## src/sv/pftc_pkg.sv

```systemverilog
// ----------------------------------------------------------------------------
// pftc_pkg
// shared constants and types for the prefix formula tautology checker
// ----------------------------------------------------------------------------
`default_nettype none

package pftc_pkg;

    localparam int STACK_DEPTH = 64;
    localparam int CNT_W       = $clog2(STACK_DEPTH + 1);
    localparam int TT_W        = 32;

    localparam logic [7:0] SYM_P = 8'h70;  // 'p'
    localparam logic [7:0] SYM_Q = 8'h71;  // 'q'
    localparam logic [7:0] SYM_R = 8'h72;  // 'r'
    localparam logic [7:0] SYM_S = 8'h73;  // 's'
    localparam logic [7:0] SYM_T = 8'h74;  // 't'
    localparam logic [7:0] SYM_N = 8'h4E;  // 'N'
    localparam logic [7:0] SYM_K = 8'h4B;  // 'K'
    localparam logic [7:0] SYM_A = 8'h41;  // 'A'
    localparam logic [7:0] SYM_C = 8'h43;  // 'C'

    localparam logic [TT_W-1:0] MASK_P   = 32'hFFFF_0000;
    localparam logic [TT_W-1:0] MASK_Q   = 32'hFF00_FF00;
    localparam logic [TT_W-1:0] MASK_R   = 32'hF0F0_F0F0;
    localparam logic [TT_W-1:0] MASK_S   = 32'hCCCC_CCCC;
    localparam logic [TT_W-1:0] MASK_T   = 32'hAAAA_AAAA;
    localparam logic [TT_W-1:0] ALL_ONES = 32'hFFFF_FFFF;

    // per-cell move control
    typedef struct packed {
        logic take_above;
        logic take_below;
    } cell_ctrl_t;

endpackage

`default_nettype wire

```

## src/sv/pftc_cell.sv

```systemverilog
// ----------------------------------------------------------------------------
// pftc_cell
// one stack cell: holds a truth table, loads from either neighbour
// ----------------------------------------------------------------------------
`default_nettype none

module pftc_cell (
    input  wire logic                     clk,
    input  wire pftc_pkg::cell_ctrl_t     ctrl,
    input  wire logic [pftc_pkg::TT_W-1:0] above,
    input  wire logic [pftc_pkg::TT_W-1:0] below,
    output logic      [pftc_pkg::TT_W-1:0] data
);
    import pftc_pkg::*;

    logic [TT_W-1:0] data_reg;
    logic [TT_W-1:0] data_next;

    always_comb
    begin
        data_next = data_reg;
        if (ctrl.take_above)
        begin
            data_next = above;
        end
        else if (ctrl.take_below)
        begin
            data_next = below;
        end
    end

    always_ff @(posedge clk)
    begin
        data_reg <= data_next;
    end

    assign data = data_reg;

endmodule

`default_nettype wire

```

## config.mk

```make
export PLATFORM = sky130hd
export DESIGN_NAME = pftc_cell
export DESIGN_NICKNAME = d
export VERILOG_FILES = /design/src/sv/pftc_pkg.sv /design/src/sv/pftc_cell.sv
export SDC_FILE = /design/constraint.sdc
export NUM_CORES = 1
export LEC_CHECK = 0
export BUFFER_PORTS_ARGS = -buffer_cell sky130_fd_sc_hd__buf_4
export CORE_MARGIN = 5
export CORE_UTILIZATION = 30
export CTS_CLUSTER_DIAMETER = 40
export DETAILED_ROUTE_END_ITERATION = 10
export PLACE_DENSITY = 0.69
export SYNTH_ARGS = -nofsm -noshare
export SYNTH_HDL_FRONTEND = slang
export SYNTH_SLANG_ARGS = --single-unit
```

## constraint.sdc

```tcl
create_clock -name clk -period 1.8 [get_ports clk]
set_input_delay 0.54 -clock clk [delete_from_list [all_inputs] [get_ports clk]]
set_output_delay 0.54 -clock clk [all_outputs]
set_load 0.05 [all_outputs]
```

Word level (Yosys, flattened, before mapping)
Index checks and enable logic that the tools add are counted.
- muxes and demuxes: 2
- reduce and logical (&&, ||, !) cells: 1
- operators by type and width (operator ; number):
    32-bit two-way mux ; 2
    2-bit nonzero test ; 1
- flip-flop bits (word level): 32
- input port bits: 67
- output and inout port bits: 32
- logic and storage cells: 4

Depth between registers and ports, before layout
Gate-level depths: netlist of run 1.
- depth in word-level cells: 2
- mapped depth: 3

Least setup slack after synthesis of run 1
Ideal clock, no wire load.
- path kind: input port to flip-flop
- start: in ctrl[1] (netlist bit)
- end: reg data_reg[0], in the netlist data[0], enable pin
- library setup time: 0.390 ns
- arrival: 1.562 ns
- data required time: 1.410 ns
- setup slack: -0.153 ns
- stages on the path: 3
- path buffers: 2
- path through: buf_6 > buf_12 > or2_1
- cells in the longest elaborated chain, start to end: 1
- ends and longest elaborated chain (item ; line ; RTL):
    start: declaration ; pftc_cell.sv:9 ; input wire pftc_pkg::cell_ctrl_t ctrl,
    2-bit nonzero test (no line) ; - ;
    end signal: assignment ; pftc_cell.sv:34 ; data_reg <= data_next;
    end: declaration ; pftc_cell.sv:16 ; logic [TT_W-1:0] data_reg;
Every way passes these cells.
A chain may end at the register's enable or synchronous reset.

Worst setup path in the final report of run 1
- start: reg data_reg[7], in the netlist data[7]
- end: out data[7] (netlist bit)
- RTL lines (item ; line ; RTL):
    end: declaration ; pftc_cell.sv:12 ; output logic [pftc_pkg::TT_W-1:0] data
No word-level cell between the ends.

==> results by group, run 1 <==
Status
  – Status: finished clean

Clocking
  – Clock sink count: 32
  – Post-CTS Resized: 0
  – Reg clk slew, reported paths: 60 ps
  – CTS tree: built
  – CTS max path bufs: 2
  – Root buffer cell: clkbuf_8
  – CTS Buf Count: 5
  – Post-CTS Hold Fix Bufs: 0
  – H-tree Lvls: 2
  – Post-CTS setup buffers: 0

Detailed routing
  – Routed vias/inst: 4.12
  – Initial drt markers: 39
  – DRC Markers: 0
  – Drt pass-1 iters: 4
  – Routed wire length: between 3 and 4 mm
  – Final ANT Viol Nets: 0
  – Wire length per cell: ~15 µm
  – Vias: 988

Timing
  – Slew headroom: 0.503
  – Worst-Margin Slew: ~750 ps
  – Unrepaired setup endpoints after global routing: no
  – Fin. max-slew vios: 0
  – Final Hold Vio Count: 0
  – Tmin final: around 1400 ps
  – Crit share post-route: 0.780
  – Peak Freq: just over 700 MHz
  – Setup Viol. Count Final: 0
  – Final TNS setup: 0 ps
  – Final setup margin: 395 ps

Layout
  – Most frequent cells in the layout: 100 x buf_4, 32 x edfxtp_1, 29 x mux2_4, 5 x clkbuf_8, 3 x mux2_2
  – Largest register FFs: 32
  – Fillcell total: 435
  – Multi-input combinational cell area: around 480 µm²
  – FF+latch area: about 960 µm²
  – # diodes: 0
  – Layout cell share with drive strength beyond 1: 0.798
  – Most common cell after layout, fill and taps aside: buf_4
  – Area Overhead vs Synth: 55.9%
  – Nets: between 200 and 250

Job
  – Max_cap viols: 0

Worst setup path
  – Crit path cell chain: buf_4
  – Crit Path Max Fanout: 1
  – Req. time, crit path: approximately 1300 ps
  – Delay of the slowest critical-path stage: 380 ps
  – CP top delay family: flip-flops
  – WS Path Type: flip-flop to output port
  – Worst path bufs/invs: 1
  – WP data arrival: between 800 and 900 ps
  – Worst setup EP type: output port
  – Slowest CP cell: edfxtp_1
  – Nature of the critical path startpoint: flip-flop

Pwr
  – Max VDD drop: 0.485 mV
  – Lkg Pwr: 1.10 nW
  – Clock Power Share: 0.244
  – Part of the power in registers: 0.444
  – Switching share of power: 0.311
  – Pwr/cell area: 900 nW/µm²
  – Int Pwr: around 0.0015 W
  – Net switching power: about 0.00066 W
  – Power Total: 0.00212 W
  – Combinational share of power: 0.312

Yosys
  – Mapped Area: between 1500 and 2000 µm²
  – Post-synthesis adder-cell area fraction: 0
  – Post-synthesis mux area share: 0.311
  – Unique masters post-synth: 6
  – Synthesis Warnings: 0
  – Top post-synthesis cells by area: edfxtp_1 64%, mux2_4 29%, buf_12 4.0%, mux2_2 2.2%, buf_6 0.75%
  – Yosys top cell area share: 0.637
  – Syn avg cell area: between 20 and 25 µm²
  – Synthesized instance count: 69
  – Leading area contributor after synthesis: edfxtp_1
  – Post-Synth Simple-Gate Area: 0.00415
  – Largest family of logic cells by synthesized area: multiplexers
  – Syn_nets: about 140
  – Number of synthesized register bits: 32
  – Synth Area in Compound Gates: 0
  – Post-synthesis xor/xnor area fraction: 0
  – Seq/Total Area, Yosys: 0.637

Place
  – Placer Congestion: about 0.7
  – Buffers on Ports: 98
  – Post-place setup slack: 165 ps

GRT
  – Maximum number of pins on one net before global-route repair: 33
  – Total grt overflow: 0
  – Total track usage: 0.115
  – Global-route wire length before repair: roughly 5.5 mm
  – Initial antenna violation count: 0
  – Vias in the first global route: around 1,100

Floorplanning
  – Initial core utilization: 0.315
  – Chip width: between 80 and 90 µm
  – Core Box Area: between 4000 and 5000 µm²
  – Num ports: around 100
  – Die area: around 6500 µm²
  – Die H: between 80 and 90 µm
  – Num rows: 25

Hold path
  – Worst Hold Class: primary input to flip-flop
[final cells by class]
cell class | count | area share
clock buffers | 7 | 0.0325
clock inverters | 1 | 0.00160
multi-input cells | 33 | 0.202
flip-flops and latches | 32 | 0.409
well taps | 67 | 0.0357
repair buffers | 100 | 0.319
[worst paths after layout]
path / cells past startpoint / to / slack (ps) / start
setup / recovery: 1 / data[7] / 400 / data[7]
hold / removal: 2 / data[1] / 560 / above[1]
[metal layers]
layer  vias up  wire length, µm  global-route usage
met5         -                0                   0
met4         0               51              0.0405
met3         6              517              0.0765
met2        59             1910               0.204
met1       450             1140               0.104
li1        473                -                   -
[Yosys cell counts]
| master | count |
|---|---|
| edfxtp_1 | 32 |
| buf_12 | 3 |
| or2_1 | 1 |
| buf_6 | 1 |
| mux2_2 | 3 |
| mux2_4 | 29 |
[stage by stage]
step	cells	hold WS, ps	instance area (µm²)	utilization
finish	240	560	2350	0.491
detailed placement	232	843	2270	0.475
global route	240	543	2350	0.491
floorplan	69	757	1510	-
CTS	240	545	2350	0.491
global placement	232	841	2270	0.475
[cells by family after synthesis]
family / after synthesis
buf+inv: 4
simple gates: 1
mux: 32
flops: 32
[power groups by stage]
stage	clock network (W)	logic (W)	registers [W]
after floorplan	0	0.000132	0.00125
after global placement	0	0.000660	0.000953
after detailed placement	0	0.000668	0.000956
after CTS	0.000542	0.000668	0.000942
after global routing	0.000569	0.000689	0.000948
final	0.000516	0.000660	0.000940
No activity file was read; power rests on OpenSTA's default activity.
==> run 2: changes to the inputs <==
PLACE_DENSITY = 0.66   (was 0.69)
clock period = 1.42 ns   (was 1.8 ns; I/O delays follow)
==> results by group, run 2 (synthesized netlist as in run 1, its figures left out) <==
Floorplanning
  – Num ports: 99 (unchanged)
  – Initial core utilization: 0.315 (unchanged)
  – Die area: 6540 µm² (unchanged)
  – Core Box Area: 4790 µm² (unchanged)
  – Chip width: 80.9 µm (unchanged)
  – Num rows: 25 (unchanged)
  – Die H: 80.9 µm (unchanged)

GRT
  – Total track usage: 0.111 (-0.00365)
  – Total grt overflow: 0 (unchanged)
  – Maximum number of pins on one net before global-route repair: 33 (unchanged)
  – Global-route wire length before repair: 5.46 mm (unchanged)
  – Vias in the first global route: 1,183 (+4.9%)
  – Initial antenna violation count: 0 (unchanged)

Timing
  – Worst-Margin Slew: 435 ps (-310 ps)
  – Tmin final: 1270 ps
  – Peak Freq: just under 800 MHz
  – Final TNS setup: 0 ps (unchanged)
  – Final Hold Vio Count: 0 (unchanged)
  – Hold Slack: 450 ps (-110 ps)
  – Unrepaired setup endpoints after global routing: no
  – Crit share post-route: 0.893
  – Slew headroom: 0.710 (+0.207)
  – Setup Viol. Count Final: 0 (unchanged)
  – Fin. max-slew vios: 0 (unchanged)

Worst setup path
  – Crit Path Max Fanout: 1 (unchanged)
  – Slowest CP cell: edfxtp_1
  – Worst path bufs/invs: 1 (unchanged)
  – Worst setup EP type: output port
  – WP data arrival: 840 ps (-20 ps)
  – Req. time, crit path: 990 ps (-270 ps)
  – Nature of the critical path startpoint: flip-flop
  – Delay of the slowest critical-path stage: 370 ps (about the same)
  – WS Path Type: flip-flop to output port
  – Crit path cell chain: buf_4
  – CP top delay family: flip-flops

Detailed routing
  – DR WL met3: 449 µm (-13%)
  – DRT met1 WL: 1.24 mm (+9.1%)
  – Routed vias/inst: 4.08 (-0.82%)
  – Routed wire length: 3.61 mm (about the same)
  – Vias: 984 (-0.40%)
  – Initial drt markers: 25 (-36%)
  – Max layer used: met4
  – Final ANT Viol Nets: 0 (unchanged)
  – Wire length per cell: 15.0 µm (-0.50%)
  – Drt pass-1 iters: 2 (-2)
  – Detail Route met2 WL: 1.91 mm (about the same)
  – DRC Markers: 0 (unchanged)

Pwr
  – Combinational share of power: 0.317 (+0.005)
  – Part of the power in registers: 0.442 (-0.002)
  – Clock Power Share: 0.241 (-0.003)
  – Lkg Pwr: 1.11 nW (+1.4%)
  – Max VDD drop: 0.430 mV (-11%)
  – Net switching power: 0.000829 W (+26%)
  – Int Pwr: 0.00186 W (+27%)
  – Switching share of power: 0.309 (-0.00252)
  – Power Total: 0.00269 W (+27%)
  – Pwr/cell area: 1130 nW/µm² (+25%)

Place
  – Buffers on Ports: 98 (unchanged)
  – Placer Congestion: 0.727 (+3.8%)
  – Post-DP HPWL: about 3.0 mm
  – Post-Place Cell Area: 2310 µm² (+1.5%)

Layout
  – # diodes: 0 (unchanged)
  – Fillcell total: 436 (+0.23%)
  – Nets: 240 (+0.42%)
  – Largest register FFs: 32 (unchanged)
  – Most frequent cells in the layout: 99 x buf_4, 32 x edfxtp_1, 29 x mux2_4, 5 x clkbuf_8, 3 x mux2_2
  – Final Instance Area: 2390 µm² (+1.5%)
  – Most common cell after layout, fill and taps aside: buf_4
  – Area Overhead vs Synth: 58.3%
  – Layout cell share with drive strength beyond 1: 0.799 (+0.00116)

Clocking
  – Post-CTS Hold Fix Bufs: 0 (unchanged)
  – Post-CTS Resized: 0 (unchanged)
  – Clock sink count: 32 (unchanged)
  – CTS max path bufs: 2 (unchanged)
  – H-tree Lvls: 2 (unchanged)
  – Reg clk slew, reported paths: 60 ps (about the same)
  – Post-CTS setup buffers: 0 (unchanged)
  – CTS Buf Count: 5 (unchanged)
  – CTS tree: built
  – Root buffer cell: clkbuf_8

Hold path
  – Worst Hold Class: primary input to flip-flop

Job
  – Max_cap viols: 0 (unchanged)

Status
  – Status: finished clean
## run 2: changes by cell type in the layout (fill, tap and decap cells not counted), sizes merged
| cell | change |
|---|---|
| buf | +1 |
## run 2: layer usage
layer / up-vias / global-route usage
li1: 475 / -
met1: 453 / 0.111
met2: 54 / 0.195
met3: 2 / 0.0565
met4: 0 / 0.0456
met5: - / 0
## run 2: path summary, 6_finish.rpt
| check | startpoint | end | slack (ps) | depth (start not counted) |
|---|---|---|---|---|
| setup / recovery | data[22] | data[22] | 150 | 1 |
| hold / removal | above[11] | data[11] | 450 | 2 |
## run 2: layout make-up
| type | count | area (µm²) | area share |
|---|---|---|---|
| Clock inverter | 1 | 3.75 | 0.00157 |
| Timing Repair Buffer | 101 | 783 | 0.328 |
| Sequential cell | 32 | 961 | 0.403 |
| Clock buffer | 7 | 76.3 | 0.0320 |
| Multi-Input combinational cell | 33 | 478 | 0.200 |
| Tap cell | 67 | 83.8 | 0.0351 |
## run 2: power by group through the flow
stage / registers [W] / logic [W] / clock network (W)
after floorplan: 0.00158 / 0.000169 / 0
after global placement: 0.00121 / 0.000848 / 0
after detailed placement: 0.00121 / 0.000862 / 0
after CTS: 0.00119 / 0.000863 / 0.000669
after global routing: 0.00120 / 0.000887 / 0.000701
final: 0.00119 / 0.000851 / 0.000646
## run 2: per-stage QoR
stage / util / setup WS [ps] / cells
floorplan: - / 65.0 / 69
global placement: 0.482 / 101 / 233
detailed placement: 0.482 / 65.8 / 233
CTS: 0.499 / 128 / 241
global route: 0.499 / 103 / 241
finish: 0.499 / 152 / 241
==> run 3: changes to the inputs <==
REMOVE_ABC_BUFFERS = 1   (was not set)
==> results by group, run 3 (synthesized netlist as in run 1, its figures left out) <==
Worst setup path
  – WP data arrival: 860 ps (+20 ps)
  – Slowest CP cell: edfxtp_1
  – Worst path bufs/invs: 1 (unchanged)
  – Delay of the slowest critical-path stage: 390 ps (+20 ps)
  – Worst Setup EP: data[12]
  – Crit path depth: 1 (unchanged)
  – Req. time, crit path: 990 ps (about the same)
  – WS Path Type: flip-flop to output port
  – Worst Setup SP: data[12]
  – Nature of the critical path startpoint: flip-flop
  – Crit path cell chain: buf_4
  – Crit Path Max Fanout: 1 (unchanged)
  – Worst setup EP type: output port
  – CP top delay family: flip-flops

Timing
  – Crit share post-route: 0.907 (+0.0136)
  – Worst-Margin Slew: 231 ps (-204 ps)
  – Peak Freq: 777 MHz (-1.5%)
  – Setup Viol. Count Final: 0 (unchanged)
  – Fin. max-slew vios: 0 (unchanged)
  – Final Hold Vio Count: 0 (unchanged)
  – Unrepaired setup endpoints after global routing: no
  – Slew headroom: 0.846 (+0.136)
  – Tmin final: 1290 ps (+19.4 ps)
  – Hold Slack: 446 ps (-4.15 ps)

Clocking
  – CTS max path bufs: 2 (unchanged)
  – Post-CTS Hold Fix Bufs: 0 (unchanged)
  – Root buffer cell: clkbuf_8
  – Clock sink count: 32 (unchanged)
  – Post-CTS Resized: 0 (unchanged)
  – CTS Buf Count: 5 (unchanged)
  – CTS tree: built
  – Post-CTS setup buffers: 0 (unchanged)
  – H-tree Lvls: 2 (unchanged)
  – Reg clk slew, reported paths: 70 ps (about the same)

Job
  – Max_cap viols: 0 (unchanged)

Layout
  – Multi-input combinational cell area: 475 µm² (-0.52%)
  – # diodes: 0 (unchanged)
  – Most common cell after layout, fill and taps aside: buf_4
  – Layout cell share with drive strength beyond 1: 0.811 (+0.0126)
  – Nets: 241 (+0.42%)
  – Most frequent cells in the layout: 100 x buf_4, 32 x edfxtp_1, 29 x mux2_4, 5 x clkbuf_8, 3 x mux2_2
  – Fillcell total: 413 (-5.3%)
  – Fin util: 0.506 (+0.00758)
  – Final Instance Area: 2420 µm² (+1.5%)
  – Area Overhead vs Synth: 60.7%
  – FF+latch area: 961 µm² (unchanged)
  – Largest register FFs: 32 (unchanged)

GRT
  – Total track usage: 0.112 (+0.000469)
  – Initial antenna violation count: 0 (unchanged)
  – Global-route wire length before repair: 5.45 mm (-0.11%)
  – Total grt overflow: 0 (unchanged)
  – Maximum number of pins on one net before global-route repair: 19 (-42%)
  – Vias in the first global route: 1,129 (-4.6%)

Floorplanning
  – Die area: 6540 µm² (unchanged)
  – Initial core utilization: 0.315 (unchanged)
  – Core Box Area: 4790 µm² (unchanged)
  – Num rows: 25 (unchanged)
  – Num ports: 99 (unchanged)
  – Chip width: 80.9 µm (unchanged)
  – Die H: 80.9 µm (unchanged)

Detailed routing
  – Initial drt markers: 20 (-20%)
  – Drt pass-1 iters: 3 (+1)
  – Final ANT Viol Nets: 0 (unchanged)
  – Vias: 993 (+0.91%)
  – Wire length per cell: 13.9 µm (-6.9%)
  – Routed vias/inst: 4.10 (+0.50%)
  – DRC Markers: 0 (unchanged)
  – Routed wire length: 3.38 mm (-6.5%)

Status
  – Status: finished clean

Pwr
  – Lkg Pwr: 1.13 nW (+1.5%)
  – Pwr/cell area: 1190 nW/µm² (+5.3%)
  – Max VDD drop: 0.561 mV (+31%)

Place
  – Post-DP HPWL: 2.82 mm (-5.3%)
  – Buffers on Ports: 98 (unchanged)
  – Post-Place Cell Area: 2310 µm² (+0.22%)
  – Placer Congestion: 0.700 (-3.7%)

Hold path
  – Worst Hold Class: primary input to flip-flop
## run 3: cell types whose count changed in the layout (fill, tap and decap cells not counted), sizes merged
cell,previous run,this run
bufinv,0,1
buf,101,102
clkbuf,7,5
clkinvlp,0,1
## run 3: area by class of cell
class | count | area share
Multi-Input combinational cell | 33 | 0.196
Sequential cell | 32 | 0.397
Timing Repair Buffer | 102 | 0.326
Clock buffer | 5 | 0.0284
Clock inverter | 3 | 0.0176
Tap cell | 67 | 0.0346
## run 3: worst min-delay path by stage
stage / depth (start not counted) / endpoint / start / slack [ps]
floorplan: 1 / data[0] / above[0] / 640
global placement: 2 / data[7] / below[7] / 730
detailed placement: 2 / data[17] / below[17] / 730
CTS: 2 / data[17] / below[17] / 430
global route: 2 / data[26] / below[26] / 420
finish: 2 / data[17] / below[17] / 450
## run 3: routing by layer
metal,track usage,share of wire,vias to the layer above
met5,0,0,-
met4,0.0490,0.022,0
met3,0.0843,0.18,8
met2,0.179,0.47,70
met1,0.108,0.32,438
li1,-,-,477
## run 3: per-stage QoR
stage	power (W)	instances	setup TNS (ps)	worst slack, ps
floorplan	0.00171	65	-4460	-139
global placement	0.00206	234	0	67.4
detailed placement	0.00207	234	0	43.1
CTS	0.00292	242	0	99.0
global route	0.00301	242	0	67.0
finish	0.00287	242	0	133
## run 3: where the power goes
part | total (W) | leakage (nW) | switching [W] | internal [W]
Sequential | 0.00119 | 0.326 | 0.0000297 | 0.00116
Clock | 0.000834 | 0.0541 | 0.000316 | 0.000518
Combinational | 0.000847 | 0.750 | 0.000492 | 0.000355
